[src/assert_macros.svh]
// assertion helpers shared by the rtl
`ifndef ASSERT_MACROS_SVH
`define ASSERT_MACROS_SVH

// property holds at every clock edge out of reset
`define ASSERT_ALWAYS(label, clk, rstn, expr) \
    label: assert property (@(posedge clk) disable iff (!rstn) (expr)) \
        else $error("%m: assertion failed");

// antecedent implies consequent in the same cycle
`define ASSERT_IMPLY(label, clk, rstn, ante, cons) \
    label: assert property (@(posedge clk) disable iff (!rstn) (ante) |-> (cons)) \
        else $error("%m: assertion failed");

`endif

[src/bsc_pkg.sv]
package bsc_pkg;

    localparam int LAYOUT_W = 16;
    localparam int HASH_W   = 64;
    localparam int TIME_W   = 32;
    localparam int IDX_OUT_W = 6;
    localparam int OUTC_W   = 2;

    // result kind
    typedef enum logic [OUTC_W-1:0] {
        OUTCOME_HIT     = 2'd0,
        OUTCOME_RECLAIM = 2'd1,
        OUTCOME_NEW     = 2'd2,
        OUTCOME_FULL    = 2'd3
    } outcome_t;

    // request held for the whole search
    typedef struct packed {
        logic [TIME_W-1:0]   nxt;
        logic [TIME_W-1:0]   done;
        logic [HASH_W-1:0]   hash;
        logic [LAYOUT_W-1:0] layout;
    } req_t;

    // search token flags passed from cell to cell
    typedef struct packed {
        logic busy;
        logic hit;
        logic rec;
    } tok_flags_t;

    // slot write strobes broadcast to the row
    typedef struct packed {
        logic we_stamp;
        logic we_hash;
        logic we_layout;
    } upd_t;

endpackage

[src/bsc_cell.sv]
module bsc_cell #(
    parameter int IW  = 6,
    parameter int IDX = 0
) (
    input  logic                      aclk,
    input  logic                      aresetn,
    input  bsc_pkg::req_t             req,
    input  logic [bsc_pkg::TIME_W-1:0] reclaim_age,
    input  logic                      slot_valid,
    input  bsc_pkg::tok_flags_t       tok_in,
    input  logic [IW-1:0]             hit_idx_in,
    input  logic [IW-1:0]             rec_idx_in,
    output bsc_pkg::tok_flags_t       tok_out,
    output logic [IW-1:0]             hit_idx_out,
    output logic [IW-1:0]             rec_idx_out,
    input  bsc_pkg::upd_t             upd,
    input  logic [IW-1:0]             upd_idx
);

    localparam logic [IW-1:0] MY_IDX = IW'(IDX);

    logic [bsc_pkg::LAYOUT_W-1:0] layout_reg;
    logic [bsc_pkg::HASH_W-1:0]   hash_reg;
    logic [bsc_pkg::TIME_W-1:0]   stamp_reg;

    bsc_pkg::tok_flags_t tok_reg, tok_next;
    logic [IW-1:0]       hit_idx_reg, hit_idx_next;
    logic [IW-1:0]       rec_idx_reg, rec_idx_next;

    logic                       same_layout;
    logic                       match;
    logic                       aged;
    logic [bsc_pkg::TIME_W-1:0] elapsed;
    logic                       sel;

    // compare this slot against the request
    always_comb begin
        elapsed     = req.done - stamp_reg;
        same_layout = slot_valid && (layout_reg == req.layout);
        match       = same_layout && (hash_reg == req.hash);
        aged        = same_layout && (req.done >= stamp_reg) && (elapsed >= reclaim_age);
    end

    // fold this slot into the token, first find wins
    always_comb begin
        tok_next     = tok_in;
        hit_idx_next = hit_idx_in;
        rec_idx_next = rec_idx_in;
        if (!tok_in.hit && match) begin
            tok_next.hit = 1'b1;
            hit_idx_next = MY_IDX;
        end
        if (!tok_in.rec && aged) begin
            tok_next.rec = 1'b1;
            rec_idx_next = MY_IDX;
        end
    end

    // token hop register
    always_ff @(posedge aclk) begin
        if (!aresetn) begin
            tok_reg <= '0;
        end else begin
            tok_reg <= tok_next;
        end
    end

    always_ff @(posedge aclk) begin
        hit_idx_reg <= hit_idx_next;
        rec_idx_reg <= rec_idx_next;
    end

    // slot contents, written by the broadcast update
    assign sel = (upd_idx == MY_IDX);

    always_ff @(posedge aclk) begin
        if (sel && upd.we_layout) begin
            layout_reg <= req.layout;
        end
        if (sel && upd.we_hash) begin
            hash_reg <= req.hash;
        end
        if (sel && upd.we_stamp) begin
            stamp_reg <= req.nxt;
        end
    end

    assign tok_out     = tok_reg;
    assign hit_idx_out = hit_idx_reg;
    assign rec_idx_out = rec_idx_reg;

endmodule

[config.mk]
export PLATFORM = sky130hd
export DESIGN_NAME = bsc_cell
export DESIGN_NICKNAME = d
export VERILOG_FILES = /design/src/assert_macros.svh /design/src/bsc_pkg.sv /design/src/bsc_cell.sv
export SDC_FILE = /design/constraint.sdc
export NUM_CORES = 1
export LEC_CHECK = 0
export BUFFER_PORTS_ARGS = -buffer_cell sky130_fd_sc_hd__buf_2
export CORE_ASPECT_RATIO = 0.7
export CORE_MARGIN = 2
export CORE_UTILIZATION = 53
export CTS_CLUSTER_DIAMETER = 150
export DETAILED_ROUTE_END_ITERATION = 10
export PLACE_DENSITY = 0.86
export SLEW_MARGIN = 30
export SYNTH_ARGS = -nofsm -noshare
export SYNTH_HDL_FRONTEND = slang
export SYNTH_SLANG_ARGS = --single-unit
[constraint.sdc]
create_clock -name aclk -period 11.1 [get_ports aclk]
set_input_delay 1.11 -clock aclk [delete_from_list [all_inputs] [get_ports aclk]]
set_output_delay 1.11 -clock aclk [all_outputs]
set_load 0.01 [all_outputs]
-- Word-level counts from Yosys, hierarchy flattened
Index checks and enable logic that the tools add are counted.
Widths: inputs -> output; s select.
- flip-flop bits (word level): 127
- bits of input ports: 203
- output and inout bits: 15
- logic and storage cells: 27
- $add $sub $neg: 1
- order comparisons: 2
- eq/ne operators: 2
- multiplexer cells: 2
- reductions and logical operators: 12
- operators with widths (kind ; number):
    $eq 64x64->1 ; 1
    $ge 32x32->1 ; 2
    $sub 32x32->32 ; 1
    $eq 16x16->1 ; 1
    $logic_and 1x1->1 ; 9
    $logic_not 6->1 ; 1
    $logic_not 1->1 ; 2
    $mux 1 ; 2

-- Logic depth before layout (Yosys ltp)
Gate-level depths: netlist of run 1.
- depth after elaboration: 6
- mapped depth: 20

-- Worst setup path before layout of run 1
OpenSTA, ideal clock, no wires.
- path type: input to register
- start point: input port req[81] in the netlist's numbering
- end point: register rec_idx_reg[0], in the netlist rec_idx_out[0]
- setup time: 0.132 ns
- data arrival time: 4.813 ns
- slack: 6.155 ns
- stages: 17
- cell sequence: ha_1 nor2b_1 o31a_1 o311ai_2 o31ai_1 a2111oi_2 o31ai_1 a21oi_1 xnor2_1 ha_1 nand4_1 or2_2 or4_1 nand4_1 a21oi_1 a2111oi_4 nor2b_1
- cells in the longest elaborated chain, start to end: 4
- elaborated cells on any way between the ends: 6
- classes of those cells: add/sub (1); order compare (2); reduce/logical (3)
- ends and longest elaborated chain (item ; line ; source):
    start, declared ; bsc_cell.sv:7 ; input bsc_pkg::req_t req,
    $sub 32x32->32 / $ge 32x32->1 (equally long branches) ; bsc_cell.sv:38, bsc_cell.sv:41 ;
    $ge 32x32->1 / $logic_and 1x1->1 (equally long branches) ; bsc_cell.sv:41 ; aged = same_layout && (req.done >= stamp_reg) && (elapsed >= reclaim_age);
    $logic_and 1x1->1 (*) ; bsc_cell.sv:41 ;
    $logic_and 1x1->1 (*) ; bsc_cell.sv:53 ; if (!tok_in.rec && aged) begin
    end signal, assigned ; bsc_cell.sv:70 ; rec_idx_reg <= rec_idx_next;
    end, declared ; bsc_cell.sv:28 ; logic [IW-1:0] rec_idx_reg, rec_idx_next;
Every way passes the cells marked *; elsewhere a longest branch is shown, timed or not.
A chain may end at the register's enable or synchronous reset.

-- Worst setup path after layout of run 1
- start point: input port req[81] in the netlist's numbering
- end point: register rec_idx_reg[3], in the netlist rec_idx_out[3]
The elaborated chain is that of the path after synthesis.

==> qor_table.md, run 1 <==
| Metric | Reported | Unit |
| --- | --- | --- |
| Detailed-route wire length per cell | 15.9 | um |
| Initial antenna violation count | 2 | - |
| Inserted Diodes | 0 | - |
| Combinational fraction of design power | 0.145 | - |
| Total Negative Setup Slacks | 0 | ps |
| Worst-margin pin slew | 801 | ps |
| Number of cells on the critical path | 18 | - |
| End-of-flow core utilization | 0.675 | - |
| Wire length after detailed routing | 17500 | um |
| Shortest period the worst path allows | 5290 | ps |
| Hold buffers post-CTS | 0 | - |
| Portion of the post-synthesis area used by sequential elements | 0.486 | - |
| Post-route worst setup slack | 5810 | ps |
| Worst slack at placement | 5480 | ps |
| Maximum net fanout on the critical path | 6 | - |
| Ratio of cells with drive above 1 in the final layout | 0.296 | - |
| Final hold violation count | 0 | - |
| Required time worst endpoint | 11370 | ps |
| Portion of total power attributed to sequential cells | 0.423 | - |
| Setup slack, reg-to-reg | 6200 | ps |
| Power Dens Cells | 133 | nW/um2 |
| TritonCTS clock tree | done | - |
| Die width | 147 | um |
| Pin count of the biggest net entering global routing | 65 | - |
| Clock Sink Count | 127 | - |
| Clock slew at reported path FFs | 60 | ps |
| Max incr delay on CP | 530 | ps |
| Vias in the first global route | 5920 | - |
| Proportion of synthesized flip-flops having asynchronous set or reset | 0 | - |
| Leading post-synthesis cells by cell area | edfxtp_1 45%, xnor2_1 11%, ha_1 11%, dfxtp_1 4.0%, inv_1 3.9% | - |
| Crit-path slowest cell | or4_1 | - |
| Post-synthesis cell count | 671 | - |
| Critical Path End | rec_idx_out[3] | - |
| Top_reg_cell synth | edfxtp_1 | - |
| Total of cells resized after clock tree synthesis | 0 | - |
| Number of input and output port buffers inserted | 217 | - |
| Routability congestion estimate from global placement | 0.934 | - |
| Endpoint of the lowest-slack register-to-register path | rec_idx_out[3] | - |
| Core Region | 13900 | um2 |
| RSZ-0062 raised after global routing | no | - |
| Post-DR vias/cell | 5.39 | - |
| Clock network fraction of design power | 0.432 | - |
| Flop and latch count out of synthesis | 127 | - |
| Sw frac | 0.254 | - |
| Count of distinct cell types in the synthesized netlist | 55 | - |
| Number of endpoints failing setup at the final stage | 0 | - |
| GRT Overall Usage | 0.232 | - |
| Overflow left after global routing | 0 | - |
| Startpoint class of the critical path | input port | - |
| R2r startpoint | stamp_reg[1] | - |
| Yosys synthesis warning count | 0 | - |
| Clock latency on the worst-skew pair | 410 | ps |
| Worst Reg-to-Reg Cells | 18 | - |
| Root Buffer | clkbuf_16 | - |
| Wire length of the first global-routing pass | 27900 | um |
| Worst Skew | 8.69 | ps |
| Final std cells w/o fill | 1096 | - |
| Violation count after the first detailed-routing iteration | 342 | - |
| HPWL reported at the end of detailed placement | 14000 | um |
| Top-count cell post-synth | edfxtp_1 | - |
| Cell class contributing the biggest share of worst-path delay | compound AO/OA/AOI/OAI gates | - |
| Router iterations before antenna repair | 5 | - |
| Static leakage | 0.00407 | uW |
| Series of cell instances along the critical path | buf_2, ha_1, nor2b_1, o31a_1, o311ai_2, o31ai_1, a2111oi_2, o31ai_1, a21oi_1, xnor2_1, ha_1, nand4_1, or2_2, or4_1, nand4_1, a21oi_1, a2111oi_4, nor2b_1 | - |
| Achievable Freq | 0.189 | GHz |
| Portion of synthesized cell area occupied by the leading cell type | 0.446 | - |
| Post-synthesis instance area | 7540 | um2 |
| DRC violations left | 0 | - |
| Kind of capture point of the worst setup path | flop | - |
| Max Transition Viols Final | 0 | - |
| Total CTS buffers | 17 | - |
| Internal power summed over all cells | 929 | uW |
| Growth of design area from synthesis to finish | 24.6 | % |
| Number of flip-flops in the largest register | 64 | - |
| Syn_area_per_cell | 11.2 | um2 |
| Final cycle utilization of the critical path | 0.476 | - |
| Ports | 218 | - |
| Max-capacitance violation count | 0 | - |
| Critical setup path kind | in2reg | - |
| Number of setup buffers added after CTS | 0 | - |
| Remaining max-slew budget at the tightest pin | 0.466 | - |
| Largest vdd supply drop | 0.000112 | V |
| Top cell types by occurrence after synthesis | 112 x edfxtp_1, 95 x xnor2_1, 78 x inv_1 | - |
| Final ANT Viol Nets | 0 | - |
| Height of the chip | 104 | um |
| Buffer depth of the longest clock path | 2 | - |
| Arrival time at the worst endpoint | 5560 | ps |
| Initial core utilization | 0.542 | - |
| Biggest area consumer among synthesized cells | edfxtp_1 | - |
| Result of the run | finished, final reports clean | - |
| Total power consumption of the routed design | 1250 | uW |
| Switching power | 317 | uW |
| Worst hold-check path type | in2reg | - |
| Count of standard-cell rows | 36 | - |
| Crit path launch | req[81] | - |
| Number of enable flip-flop cells after synthesis | 112 | - |
| Vias | 5911 | - |
| Die Footprint | 15200 | um2 |
| CTS H-Tree Depth | 4 | - |
| Total instance count after detailed placement | 1065 | - |
| Worst path bufs/invs | 1 | - |
| Synthesized netlist net count | 939 | - |
| Final net count | 1162 | - |
-- layout by cell type, fill, tap and decap left out, types with 4 or more instances in the layout --
cell type | synthesis | final
buf_2 | 5 | 217
edfxtp_1 | 112 | 112
xnor2_1 | 95 | 95
inv_1 | 78 | 78
ha_1 | 64 | 64
a21oi_1 | 42 | 42
nand4_1 | 38 | 38
a21o_1 | 31 | 31
nand2_1 | 19 | 19
nor2_1 | 18 | 18
clkbuf_16 | 0 | 17
nor2b_1 | 15 | 15
o21ai_0 | 15 | 15
dfxtp_1 | 15 | 15
nand3_1 | 10 | 10
nor4_1 | 10 | 10
o21bai_1 | 8 | 8
xor2_1 | 8 | 8
nor3_1 | 7 | 7
o31ai_1 | 6 | 6
and2_1 | 6 | 5
o21a_1 | 5 | 5
nand2b_1 | 5 | 5
a211oi_1 | 4 | 4
inv_6 | 0 | 4
inv_8 | 0 | 4
-- layer usage --
metal | up-vias | share of wire | track usage
li1 | 2894 | - | -
met1 | 2732 | 0.43 | 0.301
met2 | 247 | 0.46 | 0.376
met3 | 36 | 0.091 | 0.0731
met4 | 2 | 0.019 | 0.0680
met5 | - | 0.00057 | 0
-- logic make-up (layout without fill, tap and decap cells) --
kind of cell	count (synthesis)	count (layout)	synth area share
XOR/XNOR	103	103	0.120
AO/OA/AOI/OAI	138	138	0.131
buffers and inverters	93	328	0.0471
adder cells (fa/ha/maj)	65	65	0.109
flip-flops	127	127	0.486
AND/OR/NAND/NOR	143	143	0.106
multiplexers	2	2	0.00265
-- cell type report --
type | instances | area, um2
Timing Repair Buffer | 219 | 1100
Multi-Input combinational cell | 451 | 3530
Inverter | 78 | 293
Clock buffer | 17 | 425
Fill cell | 1032 | 4520
Tap cell | 190 | 238
Sequential cell | 127 | 3660
Clock inverter | 14 | 150
-- worst register-to-register path, stage by stage, from the launching register on --
cell	delay (ps)
edfxtp_1	410
inv_1	80
ha_1	230
nor2b_1	150
o31a_1	280
o311ai_2	430
o31ai_1	210
a2111oi_2	390
o31ai_1	140
a21oi_1	180
xnor2_1	110
ha_1	300
nand4_1	120
or2_2	350
or4_1	530
nand4_1	130
a21oi_1	120
a2111oi_4	520
nor2b_1	90
-- power groups by stage --
stage          clock network, uW  registers, uW  logic, uW
2_1_floorplan                  0            538        106
3_3_place_gp                   0            537        172
3_5_place_dp                   0            537        178
4_1_cts                      547            527        180
5_1_grt                      568            527        201
6_report                     538            527        181
-- worst min-delay path by stage --
stage              startpoint              to  slack, ps  depth (start not counted)
2_1_floorplan  layout_reg[10]  rec_idx_out[0]        740                          4
3_3_place_gp   layout_reg[10]  rec_idx_out[5]        850                          4
3_5_place_dp   layout_reg[10]  rec_idx_out[0]        900                          4
4_1_cts              req[131]   stamp_reg[19]        860                          1
5_1_grt              req[131]   stamp_reg[19]        850                          1
6_report             req[123]   stamp_reg[11]        880                          1
-- per-stage QoR --
| stage | instance area, um2 | hold slack [ps] |
|---|---|---|
| 4_1_cts | 9400 | 862 |
| 5_1_grt | 9400 | 855 |
| 3_3_place_gp | 8820 | 852 |
| 3_5_place_dp | 8820 | 898 |
| 6_report | 9400 | 877 |
| 2_1_floorplan | 7540 | 742 |
Note: power is estimated with default switching activity, not from simulation.
==> inputs of run 2 (changes only) <==
ABC_AREA = 1   (was not set)
CORE_UTILIZATION = 49   (was 53)
PLACE_DENSITY = 0.83   (was 0.86)
clock period = 4.7 ns   (was 11.1 ns; I/O delays follow)
==> qor_table.md, run 2 <==
| Metric | Reported | Unit |
| --- | --- | --- |
| Result of the run | finished, final reports clean | - |
| Portion of synthesized cell area occupied by the leading cell type | 0.414 | - |
| Number of input and output port buffers inserted | 217 | - |
| Leading cell type in the layout, fill and taps excluded | buf_2 | - |
| RSZ-0062 raised after global routing | no | - |
| Post-synthesis instance area | 8130 | um2 |
| Overflow left after global routing | 0 | - |
| DRC violations left | 0 | - |
| Number of enable flip-flop cells after synthesis | 112 | - |
| Remaining max-slew budget at the tightest pin | 0.529 | - |
| Flop and latch count out of synthesis | 127 | - |
| Synthesized netlist net count | 1215 | - |
| Shortest period the worst path allows | 3450 | ps |
| Arrival time at the worst endpoint | 3750 | ps |
| Proportion of synthesized flip-flops having asynchronous set or reset | 0 | - |
| Count of distinct cell types in the synthesized netlist | 35 | - |
| Worst Skew | 8.60 | ps |
| Max Transition Viols Final | 0 | - |
| Vias in the first global route | 7029 | - |
| Pin count of the biggest net entering global routing | 41 | - |
| Wire length after detailed routing | 20800 | um |
| Worst-margin pin slew | 705 | ps |
| Final net count | 1454 | - |
| Router iterations before antenna repair | 5 | - |
| Max-capacitance violation count | 0 | - |
| Critical setup path kind | reg2reg | - |
| Initial core utilization | 0.499 | - |
| Number of flip-flops in the largest register | 64 | - |
| Post-synthesis cell count | 947 | - |
| Count of filler cells inserted in the layout | 1427 | - |
| Core Region | 16300 | um2 |
| Worst hold-check path type | in2reg | - |
| Vias | 7025 | - |
| Biggest area consumer among synthesized cells | edfxtp_1 | - |
| Top cell types by occurrence after synthesis | 203 x nand2_1, 163 x inv_1, 117 x nor2_1 | - |
| Top_reg_cell synth | edfxtp_1 | - |
| Kind of capture point of the worst setup path | flop | - |
| Wire length of the first global-routing pass | 33100 | um |
| Height of the chip | 112 | um |
| Most used cells in the layout excluding fill and tap cells | 217 x buf_2, 203 x nand2_1, 163 x inv_1, 115 x nor2_1, 112 x edfxtp_1 | - |
| Final cycle utilization of the critical path | 0.735 | - |
| Yosys synthesis warning count | 0 | - |
| Post-DR vias/cell | 4.92 | - |
| Growth of design area from synthesis to finish | 24.6 | % |
| Number of setup buffers added after CTS | 0 | - |
| Leading post-synthesis cells by cell area | edfxtp_1 41%, ha_1 9.8%, nand2_1 9.4%, inv_1 7.5%, xor2_1 7.1% | - |
| TritonCTS clock tree | done | - |
| Syn_area_per_cell | 8.59 | um2 |
| Post-route worst hold slack | 229 | ps |
| Count of standard-cell rows | 39 | - |
| Maximum net fanout on the critical path | 6 | - |
| Initial antenna violation count | 7 | - |
| CTS H-Tree Depth | 4 | - |
| Total CTS buffers | 17 | - |
| Detailed-route wire length per cell | 14.6 | um |
| Die width | 158 | um |
| HPWL reported at the end of detailed placement | 17100 | um |
| Clock Sink Count | 127 | - |
| Total of cells resized after clock tree synthesis | 0 | - |
| Startpoint class of the critical path | flop | - |
| Portion of the post-synthesis area used by sequential elements | 0.451 | - |
| GRT Overall Usage | 0.243 | - |
| Ports | 218 | - |
| Power Dens Cells | 297 | nW/um2 |
| Violation count after the first detailed-routing iteration | 533 | - |
| Static leakage | 0.00487 | uW |
| Clock latency on the worst-skew pair | 420 | ps |
| Total Negative Setup Slacks | 0 | ps |
| Final hold violation count | 0 | - |
| Routability congestion estimate from global placement | 1.02 | - |
| Buffer depth of the longest clock path | 2 | - |
| Hold buffers post-CTS | 0 | - |
| Die Footprint | 17700 | um2 |
| Achievable Freq | 0.290 | GHz |
| Largest vdd supply drop | 0.000451 | V |
| Root Buffer | clkbuf_16 | - |
| Number of endpoints failing setup at the final stage | 0 | - |
| Final ANT Viol Nets | 0 | - |
| Required time worst endpoint | 5000 | ps |
| Top-count cell post-synth | nand2_1 | - |
| Ratio of cells with drive above 1 in the final layout | 0.230 | - |
| Clock slew at reported path FFs | 60 | ps |
## run 2: cell count changes in the layout (fill, tap and decap cells not counted), sizes merged, moves of 6 or more
cell / previous run / this run
nand4: 39 / 8
nor2b: 15 / 0
nor2: 18 / 122
nand3: 10 / 30
o21ai: 18 / 26
o31ai: 6 / 0
nor3: 8 / 20
a21oi: 43 / 60
xor2: 8 / 66
xnor2: 95 / 18
nand2: 19 / 205
a21o: 31 / 1
inv: 86 / 169
## run 2: worst max-delay path, stage by stage, from the launching register on
cell and delay, ps:
edfxtp_1 360, ha_1 220, fa_1 420, inv_1 70, nand2_1 50, nand2_1 70, nand3_1 70, nand2_1 140
inv_1 70, o21bai_2 190, nand4_1 150, nand3_1 110, nand2_1 80, ha_1 280, nand2_1 60, nor2_1 120
nand3_1 90, nor3_1 130, nand2_1 70, inv_1 60, nand2_1 40, nand2_1 120, nand3_2 130, nor2_4 180
nor2_1 70
## run 2: worst paths after layout
path / from / cells after the start / slack (ps) / to
hold reg to reg: hash_reg[59] / 7 / 780 / tok_out[1]
setup / recovery: stamp_reg[0] / 24 / 1250 / rec_idx_out[2]
hold / removal: req[114] / 1 / 230 / stamp_reg[2]
setup reg to reg: stamp_reg[0] / 24 / 1250 / rec_idx_out[2]
## run 2: layout make-up
class | instances | area (um2) | share of cell area
antenna | 5 | 12.5 | 0.00124
clock buffer | 18 | 429 | 0.0424
sequential | 127 | 3660 | 0.362
timing repair buffer | 220 | 1110 | 0.109
clock inverter | 14 | 155 | 0.0153
tap | 225 | 282 | 0.0278
multi-input combinational | 657 | 3870 | 0.382
inverter | 163 | 612 | 0.0604
## run 2: stage by stage
| stage | instances | setup slack (ps) | cell area, um2 | utilization | total power (uW) |
|---|---|---|---|---|---|
| global route | 1427 | 801 | 10100 | 0.621 | 3140 |
| detailed placement | 1392 | 1030 | 9530 | 0.585 | 1710 |
| finish | 1429 | 1250 | 10100 | 0.621 | 3000 |
| global placement | 1392 | 1230 | 9530 | 0.585 | 1700 |
| floorplan | 947 | 694 | 8130 | - | 1530 |
| CTS | 1424 | 1250 | 10100 | 0.621 | 3010 |
## run 2: power breakdown
part           switching (uW)  internal [uW]
clock                     516            791
combinational             260            193
sequential               4.37           1240
## run 2: cell families (layout without fill, tap and decap cells)
family / count (synthesis) / count (layout) / synth area share
AO/OA/AOI/OAI: 104 / 104 / 0.0737
AND/OR/NAND/NOR: 404 / 404 / 0.209
adder cells (fa/ha/maj): 65 / 65 / 0.101
other: 0 / 5 / 0
buffers and inverters: 163 / 415 / 0.0752
XOR/XNOR: 84 / 84 / 0.0905
flip-flops: 127 / 127 / 0.451
## run 2: metal layers
metal  part of all wire  track usage  vias to the layer above
met5             0.0012            0                        -
met3              0.093       0.0767                       32
met1               0.44        0.316                     3149
met4              0.015       0.0601                        4
li1                   -            -                     3555
met2               0.45        0.395                      285
